## config.mk

```make
export PLATFORM = sky130hd
export DESIGN_NAME = dkba_hash
export DESIGN_NICKNAME = d
export VERILOG_FILES = /design/src/dkba_pkg.sv /design/src/dkba_hash.sv
export SDC_FILE = /design/constraint.sdc
export NUM_CORES = 1
export LEC_CHECK = 0
export BUFFER_PORTS_ARGS = -buffer_cell sky130_fd_sc_hd__buf_2
export CAP_MARGIN = 20
export CORE_MARGIN = 4
export CORE_UTILIZATION = 50
export DETAILED_ROUTE_END_ITERATION = 7
export PLACE_DENSITY = 0.79
export SLEW_MARGIN = 20
export SYNTH_ARGS = -nofsm -noshare
export SYNTH_HDL_FRONTEND = slang
export SYNTH_SLANG_ARGS = --single-unit
```

## constraint.sdc

```tcl
create_clock -name clk -period 16.3 [get_ports clk]
set_input_delay 2.445 -clock clk [delete_from_list [all_inputs] [get_ports clk]]
set_output_delay 2.445 -clock clk [all_outputs]
set_load 0.02 [all_outputs]
```

## src/dkba_pkg.sv

```systemverilog
`default_nettype none
package dkba_pkg;

  // The table depth must be a power of two: the home slot is the low bits of the hash
  // and the probe pointer wraps by overflow.
  localparam int TABLE_DEPTH = 256;
  localparam int SLOT_W      = $clog2(TABLE_DEPTH);
  localparam int ADDR_W      = 64;
  localparam int HANDLE_W    = 64;
  localparam int FMT_W       = 8;
  localparam int BATCH_W     = 8;
  localparam int COUNT_W     = BATCH_W + 1;
  localparam int CFG_IDX_W   = 2;
  localparam int CFG_DATA_W  = 64;
  localparam int HASH_W      = 64;
  localparam int PARTS       = 6;
  localparam int STEP_W      = $clog2(PARTS);

  localparam logic [HASH_W-1:0] GOLDEN_MIX = 64'h9e37_79b9_7f4a_7c15;
  localparam int MIX_SHL = 6;
  localparam int MIX_SHR = 2;

  // Register indexes of the configuration port.
  localparam logic [CFG_IDX_W-1:0] CFG_PIPELINE_HANDLE = 2'd0;
  localparam logic [CFG_IDX_W-1:0] CFG_ROOT_SIG_HANDLE = 2'd1;
  localparam logic [CFG_IDX_W-1:0] CFG_TARGET_FORMAT   = 2'd2;
  localparam logic [CFG_IDX_W-1:0] CFG_DEPTH_FORMAT    = 2'd3;

  typedef struct packed {
    logic [ADDR_W-1:0]  vaddr;
    logic [ADDR_W-1:0]  iaddr;
    logic [BATCH_W-1:0] batch;
  } slot_entry_t;

  typedef struct packed {
    logic              rd_en;
    logic [SLOT_W-1:0] rd_addr;
    logic              wr_en;
    logic [SLOT_W-1:0] wr_addr;
    slot_entry_t       wr_entry;
    logic              clr;
  } table_req_t;

  function automatic logic [HASH_W-1:0] mix_part(input logic [HASH_W-1:0] h,
                                                 input logic [HASH_W-1:0] v);
    return h ^ (v + GOLDEN_MIX + (h << MIX_SHL) + (h >> MIX_SHR));
  endfunction

endpackage
`default_nettype wire

```

## src/dkba_hash.sv

```systemverilog
`default_nettype none
module dkba_hash (
  input  wire                            clk,
  input  wire                            rst_n,
  input  wire                            go,
  input  wire [dkba_pkg::HANDLE_W-1:0]   pipeline_handle,
  input  wire [dkba_pkg::HANDLE_W-1:0]   root_signature_handle,
  input  wire [dkba_pkg::ADDR_W-1:0]     vaddr,
  input  wire [dkba_pkg::ADDR_W-1:0]     iaddr,
  input  wire [dkba_pkg::FMT_W-1:0]      target_format,
  input  wire [dkba_pkg::FMT_W-1:0]      depth_format,
  output logic                           done,
  output logic [dkba_pkg::HASH_W-1:0]    hash
);
  import dkba_pkg::*;

  logic              run_r;
  logic              done_r;
  logic [STEP_W-1:0] step_r;
  logic [HASH_W-1:0] h_r;
  logic [HASH_W-1:0] part;

  // One key part is folded in per cycle, in the fixed order of the key.
  always_comb begin
    case (step_r)
      3'd0:    part = pipeline_handle;
      3'd1:    part = root_signature_handle;
      3'd2:    part = vaddr;
      3'd3:    part = iaddr;
      3'd4:    part = {{(HASH_W-FMT_W){1'b0}}, target_format};
      default: part = {{(HASH_W-FMT_W){1'b0}}, depth_format};
    endcase
  end

  always_ff @(posedge clk) begin
    if (!rst_n) begin
      run_r  <= 1'b0;
      done_r <= 1'b0;
      step_r <= '0;
    end else begin
      done_r <= 1'b0;
      if (go) begin
        run_r  <= 1'b1;
        step_r <= '0;
      end else if (run_r) begin
        step_r <= step_r + 1'b1;
        if (step_r == STEP_W'(PARTS - 1)) begin
          run_r  <= 1'b0;
          done_r <= 1'b1;
        end
      end
    end
  end

  always_ff @(posedge clk) begin
    if (go) begin
      h_r <= '0;
    end else if (run_r) begin
      h_r <= mix_part(h_r, part);
    end
  end

  assign done = done_r;
  assign hash = h_r;

  a_done_ends_run: assert property (@(posedge clk) disable iff (!rst_n)
    done_r |-> !run_r) else $error("hash done while still running");
  a_run_ends: assert property (@(posedge clk) disable iff (!rst_n)
    (run_r && !go && step_r == STEP_W'(PARTS - 1)) |=> done_r)
    else $error("hash run did not finish after the last part");

endmodule
`default_nettype wire

```

==> out/metrics.yaml, run 1 <==
fp.dieH_um: 154
yosys.area_share.xor_xnor: 0.0710
detail-route-antenna-nets: 0
drv_cap: 0
p_per_area_nw_per_um2: 242
synthMuxAreaShare: 0.0132
grt_pass1_wl_um: 55600
synth_warnings: 0
clkSinkCount: 69
avgSynthCellArea_um2: 7.76
worstPathArrival_ps: 6950
slew_headroom: 0.492
ir_worst_vdd_mv: 0.104
rrSetupSlack_ps: 9790
post_cts_buffers: 0
cts-buffers-inserted: 9
vias: 11100
ios: 340
synth_async_sr_flop_share: 0
routedWlPerCell_um: 18.9
area_growth_pct: 19.7
final_core_util: 0.606
numPortBuffers: 339
ys_seq_elements: 69
antenna_found_initial: 2
grt_usage: 0.293
synth_area_um2: 10600
fmax_mhz: 149
final_cell_mix: "buf_2, inv_1, ha_1"
synth.yosys.seq_area_share: 0.130
initial_core_util: 0.506
postCtsHoldBufs: 0
drt_iter0_drc: 1041
synthAdderAreaFrac: 0.267
cts_root_buf: "clkbuf_16"
layout-drive-gt1-share: 0.237
cts_resized: 0
max_slew.worst_pin.slew_ps: 762
cts_tree: "built"
cts-htree-levels: 3
synth.distinct_cells: 70
synth_top_flop_cell: "dfxtp_1"
core_area_um2: 21000
p_leak_nw: 6.48
outcome: "finished clean"
die_w_um: 154
slew_violations: 0
via_per_inst: 5.77
final_common_cell: "buf_2"
setup_viol: 0
num_rows: 53
grt_max_degree: 67
worstSkewPairLatency_ps: 350
rsz0062_at_grt: "false"
synth_top_family_by_area: "adder cells"
gp_congestion: 0.928
clockBufferDepth: 2
firstDrtPassIters: 6
reg2reg_depth: 21
finalCritPeriodShare: 0.411
nFillCells: 1909
synth_edf_count: 0
min_path_type: "reg -> reg"
synth-simple-area-share: 0.152
syn-num-nets: 1833
timing.final.hold_violations: 0
overflow: 0
grt_pass1_vias: 10500
fin_crit_ps: 6710
crit_type: "in -> reg"
cp_max_fo: 8
synth-compound-area-share: 0.263
synthCells: 1366
drc: 0
clock_skew_ps: 11.9
startpoint_type: "primary input"
hpwlAfterDp_um: 29900
nets: 2114
cp.required_ps: 16540
endpoint_kind: "flip-flop"
die-area_um2: 23600
hold_depth: 2
wirelength_um: 36500
post-place-ws_ps: 9270
path_clk_slew_ps: 60
setup_ws_ps: 9590
finalSetupTns_ps: 0
per-layer routing:
metal | global-route usage | vias up | routed length, µm
met4 | 0.0799 | 0 | 784
met5 | 0 | - | 0
met3 | 0.0428 | 52 | 2520
met2 | 0.508 | 493 | 17300
li1 | - | 5369 | -
met1 | 0.382 | 5213 | 15800
layout make-up:
type / count / area, µm² / area share
Timing Repair Buffer: 347 / 1760 / 0.138
Multi-Input combinational cell: 1026 / 8150 / 0.642
Antenna cell: 1 / 2.50 / 0.000197
Sequential cell: 69 / 1380 / 0.109
Tap cell: 275 / 344 / 0.0271
Inverter: 194 / 728 / 0.0574
Clock inverter: 6 / 86.3 / 0.00680
Clock buffer: 10 / 239 / 0.0188
registers in the layout, summed over array words and instances (netlist names):
register / flops
hash: 64
step_r: 3
run_r: 1
done: 1
cell usage after synthesis (all sizes together), types with 29 or more instances:
library cell / count / area share
xnor2: 67 / 0.055
dfxtp: 69 / 0.13
nor2: 91 / 0.032
a221oi: 29 / 0.024
a22oi: 66 / 0.047
a21oi: 85 / 0.040
clkbuf: 61 / 0.025
inv: 194 / 0.069
nand2: 124 / 0.044
a21o: 35 / 0.025
o21ai: 51 / 0.025
fa: 57 / 0.11
ha: 135 / 0.16
worst max-delay path, cell delays in order:
cell and delay (ps):
buf_2 100, a22o_1 200, a221oi_1 310, fa_1 480, inv_1 70, ha_1 230, ha_1 440, nand4_1 170
nor3_1 260, nand3_1 110, o22ai_1 230, o21ai_1 120, a21o_1 280, a2111oi_4 450, o311ai_0 310, and3_1 270
o21ai_1 130, mux2_2 340
through the flow:
step / instance area (µm²) / power (mW) / hold slack [ps] / instances
2_1_floorplan: 10600 / 2.25 / 483 / 1366
3_3_place_gp: 12400 / 2.75 / 484 / 1911
3_5_place_dp: 12400 / 2.79 / 506 / 1911
4_1_cts: 12700 / 3.04 / 513 / 1927
5_1_grt: 12700 / 3.36 / 547 / 1928
6_report: 12700 / 3.07 / 515 / 1928
kinds of logic (layout without fill, tap and decap cells):
group | after synthesis | after routing
AO/OA/AOI/OAI | 394 | 394
XOR/XNOR | 86 | 86
adder cells (fa/ha/maj) | 192 | 192
buffers and inverters | 271 | 557
flip-flops | 69 | 69
multiplexers | 13 | 13
other | 0 | 1
AND/OR/NAND/NOR | 341 | 341
final timing paths:
kind / start / end
worst max-delay path: root_signature_handle[23] / hash[59]
worst min-delay path: hash[43] / hash[43]
worst max register to register: step_r[2] / hash[59]
worst min register to register: hash[43] / hash[43]
report_power, final:
group	total, mW	internal (mW)	switching [mW]
Sequential	0.256	0.217	0.0385
Clock	0.220	0.138	0.0824
Combinational	2.60	1.03	1.57
Total	3.07	1.38	1.69
Note: power is estimated with default switching activity, not from simulation.
==> inputs of run 2 (changes only) <==
CORE_UTILIZATION = 48   (was 50)
clock period = 5.42 ns   (was 16.3 ns; I/O delays follow)
==> run 2 against run 1 <==
Compared with the run above:
- flip-flop and latch count stayed put
- sequential share of layout area shrank 0.41 points
- final cell count up 2.3%
- clock skew is 0.57 ps lower
- combinational power rose to 3.2 times the previous value
- sequential power increased to 3.0 times the previous value
- critical path depth increased by 4
- total power grew to 3.2 times the previous value
- register-to-register slack worse by 9600 ps
- utilization rose by 0.083 points
- clock power rose to 2.9 times the previous value
- cell area rose by 4.0%
- critical endpoint is now hash[51]
- largest cell class unchanged
==> out/metrics.yaml, run 2 (synthesized netlist as in run 1, its figures left out) <==
min_path_type: "reg -> reg"
slew_headroom: 0.353
initial_core_util: 0.487
endpoint_kind: "flip-flop"
wirelength_um: 37400
die-area_um2: 24500
startpoint_type: "flip-flop"
grt_pass1_wl_um: 56700
clockBufferDepth: 2
fp.dieH_um: 157
worstPathArrival_ps: 5490
area_growth_pct: 24.4
combPwrFrac: 0.857
core_area_um2: 21800
net-switching-power_mw: 5.32
cp.buffers_inverters: 4
worstSkewPairLatency_ps: 360
antenna_found_initial: 2
grt_pass1_vias: 11000
pwr-share-clk: 0.064
outcome: "finished clean"
nFillCells: 2009
grt_use_met1: 0.376
crit_family: "adder cells"
die_w_um: 157
crit_slowest_cell: "or4_1"
drv_cap: 0
overflow: 0
postCtsHoldBufs: 0
cts_tree: "built"
cts_root_buf: "clkbuf_16"
gp_congestion: 0.965
via_per_inst: 5.76
routedWlPerCell_um: 18.9
numPortBuffers: 339
p_sw_frac: 0.544
finalCritPeriodShare: 0.966
max_slew.worst_pin.slew_ps: 960
critPathMaxStageDelay_ps: 550
cts-buffers-inserted: 9
drt_iter0_drc: 889
final_common_cell: "buf_2"
cp.required_ps: 5670
nets: 2152
fin_crit_ps: 5240
clock_skew_ps: 11.4
path_cells: "ha_1, ha_2, or4_1, buf_6, o211ai_1, o21ai_0, fa_1, inv_1, ha_1, ha_1, buf_4, o21a_1, o31ai_2, o22ai_2, o21ai_2, a21o_4, a2111oi_4, buf_4, nor3_1, o21ai_1, mux2_2, mux2_2"
vias: 11400
top_usage_layer: "met2"
hpwlAfterDp_um: 30600
path_clk_slew_ps: 70
p_int_mw: 4.45
largest_reg_flops: 64
globalRouteMet2Util: 0.499
ir_worst_vdd_mv: 0.325
layout-drive-gt1-share: 0.272
use_met3: 0.0409
firstDrtPassIters: 6
cp_common_cell: "ha_1"
crit_type: "reg -> reg"
p_leak_nw: 6.67
cp_max_fo: 16
p_per_area_nw_per_um2: 740
setup_viol: 0
timing.final.hold_violations: 0
grt_max_degree: 74
slew_violations: 0
num_rows: 54
fmax_mhz: 191
final_core_util: 0.606
final_cell_mix: "buf_2, inv_1, ha_1"
grt_usage: 0.290
drc: 0
detail-route-antenna-nets: 0
ios: 340
hold_slack_ps: 505
clkSinkCount: 69
cts-htree-levels: 3
pwr-share-seq: 0.079
[run 2: worst register-to-register path, stage by stage (launching register included)]
cell       delay [ps]
dfxtp_1           350
ha_1              220
ha_2              200
or4_1             550
buf_6             180
o211ai_1           80
o21ai_0           150
fa_1              500
inv_1              40
ha_1              280
ha_1              300
buf_4             130
o21a_1            160
o31ai_2           100
o22ai_2           200
o21ai_2           100
a21o_4            240
a2111oi_4         280
buf_4             200
nor3_1             70
o21ai_1           180
mux2_2            350
mux2_2            260
[run 2: repair_timing]
item	CTS	global route
setup buffers	1	8
resized for setup	5	40
endpoints found under the hold margin	0	0
endpoints found under the setup margin	7	23
pin swaps	2	14
[run 2: worst paths after layout]
| kind | from | cells after the start | slack, ps | to |
|---|---|---|---|---|
| setup / recovery | step_r[0] | 22 | 180 | hash[51] |
| hold / removal | hash[43] | 2 | 500 | hash[43] |
| setup reg to reg | step_r[0] | 22 | 180 | hash[51] |
| hold reg to reg | hash[43] | 2 | 500 | hash[43] |
[run 2: final cells by class]
| class | count | area (µm²) | area share |
|---|---|---|---|
| Multi-Input combinational cell | 1026 | 8330 | 0.632 |
| Timing Repair Buffer | 385 | 2090 | 0.158 |
| Sequential cell | 69 | 1380 | 0.105 |
| Inverter | 194 | 728 | 0.0552 |
| Tap cell | 280 | 350 | 0.0266 |
| Clock buffer | 9 | 225 | 0.0171 |
| Clock inverter | 7 | 75.1 | 0.00569 |
| Antenna cell | 3 | 7.51 | 0.000569 |
[run 2: routing by layer]
| metal | vias to the layer above | share of wire |
|---|---|---|
| met5 | - | 0 |
| met1 | 5331 | 0.43 |
| met2 | 523 | 0.47 |
| li1 | 5446 | - |
| met3 | 69 | 0.073 |
| met4 | 0 | 0.030 |
[run 2: power by group through the flow]
stage / Clock, mW / Sequential [mW] / Combinational [mW]
floorplan: 0 / 0.905 / 5.87
global placement: 0 / 0.774 / 7.72
detailed placement: 0 / 0.780 / 7.85
CTS: 0.636 / 0.769 / 7.95
global route: 0.651 / 0.788 / 9.26
finish: 0.628 / 0.768 / 8.37
[run 2: stage by stage]
stage / setup slack (ps) / area [µm²] / power [mW] / TNS (ps) / instances
6_report: 185 / 13200 / 9.77 / 0 / 1973
5_1_grt: -25.5 / 13200 / 10.7 / -35.9 / 1972
4_1_cts: 17.1 / 12900 / 9.35 / 0 / 1962
3_5_place_dp: -78.0 / 12600 / 8.63 / -141 / 1945
3_3_place_gp: 46.7 / 12600 / 8.49 / 0 / 1945
2_1_floorplan: 1.26 / 10600 / 6.77 / 0 / 1366
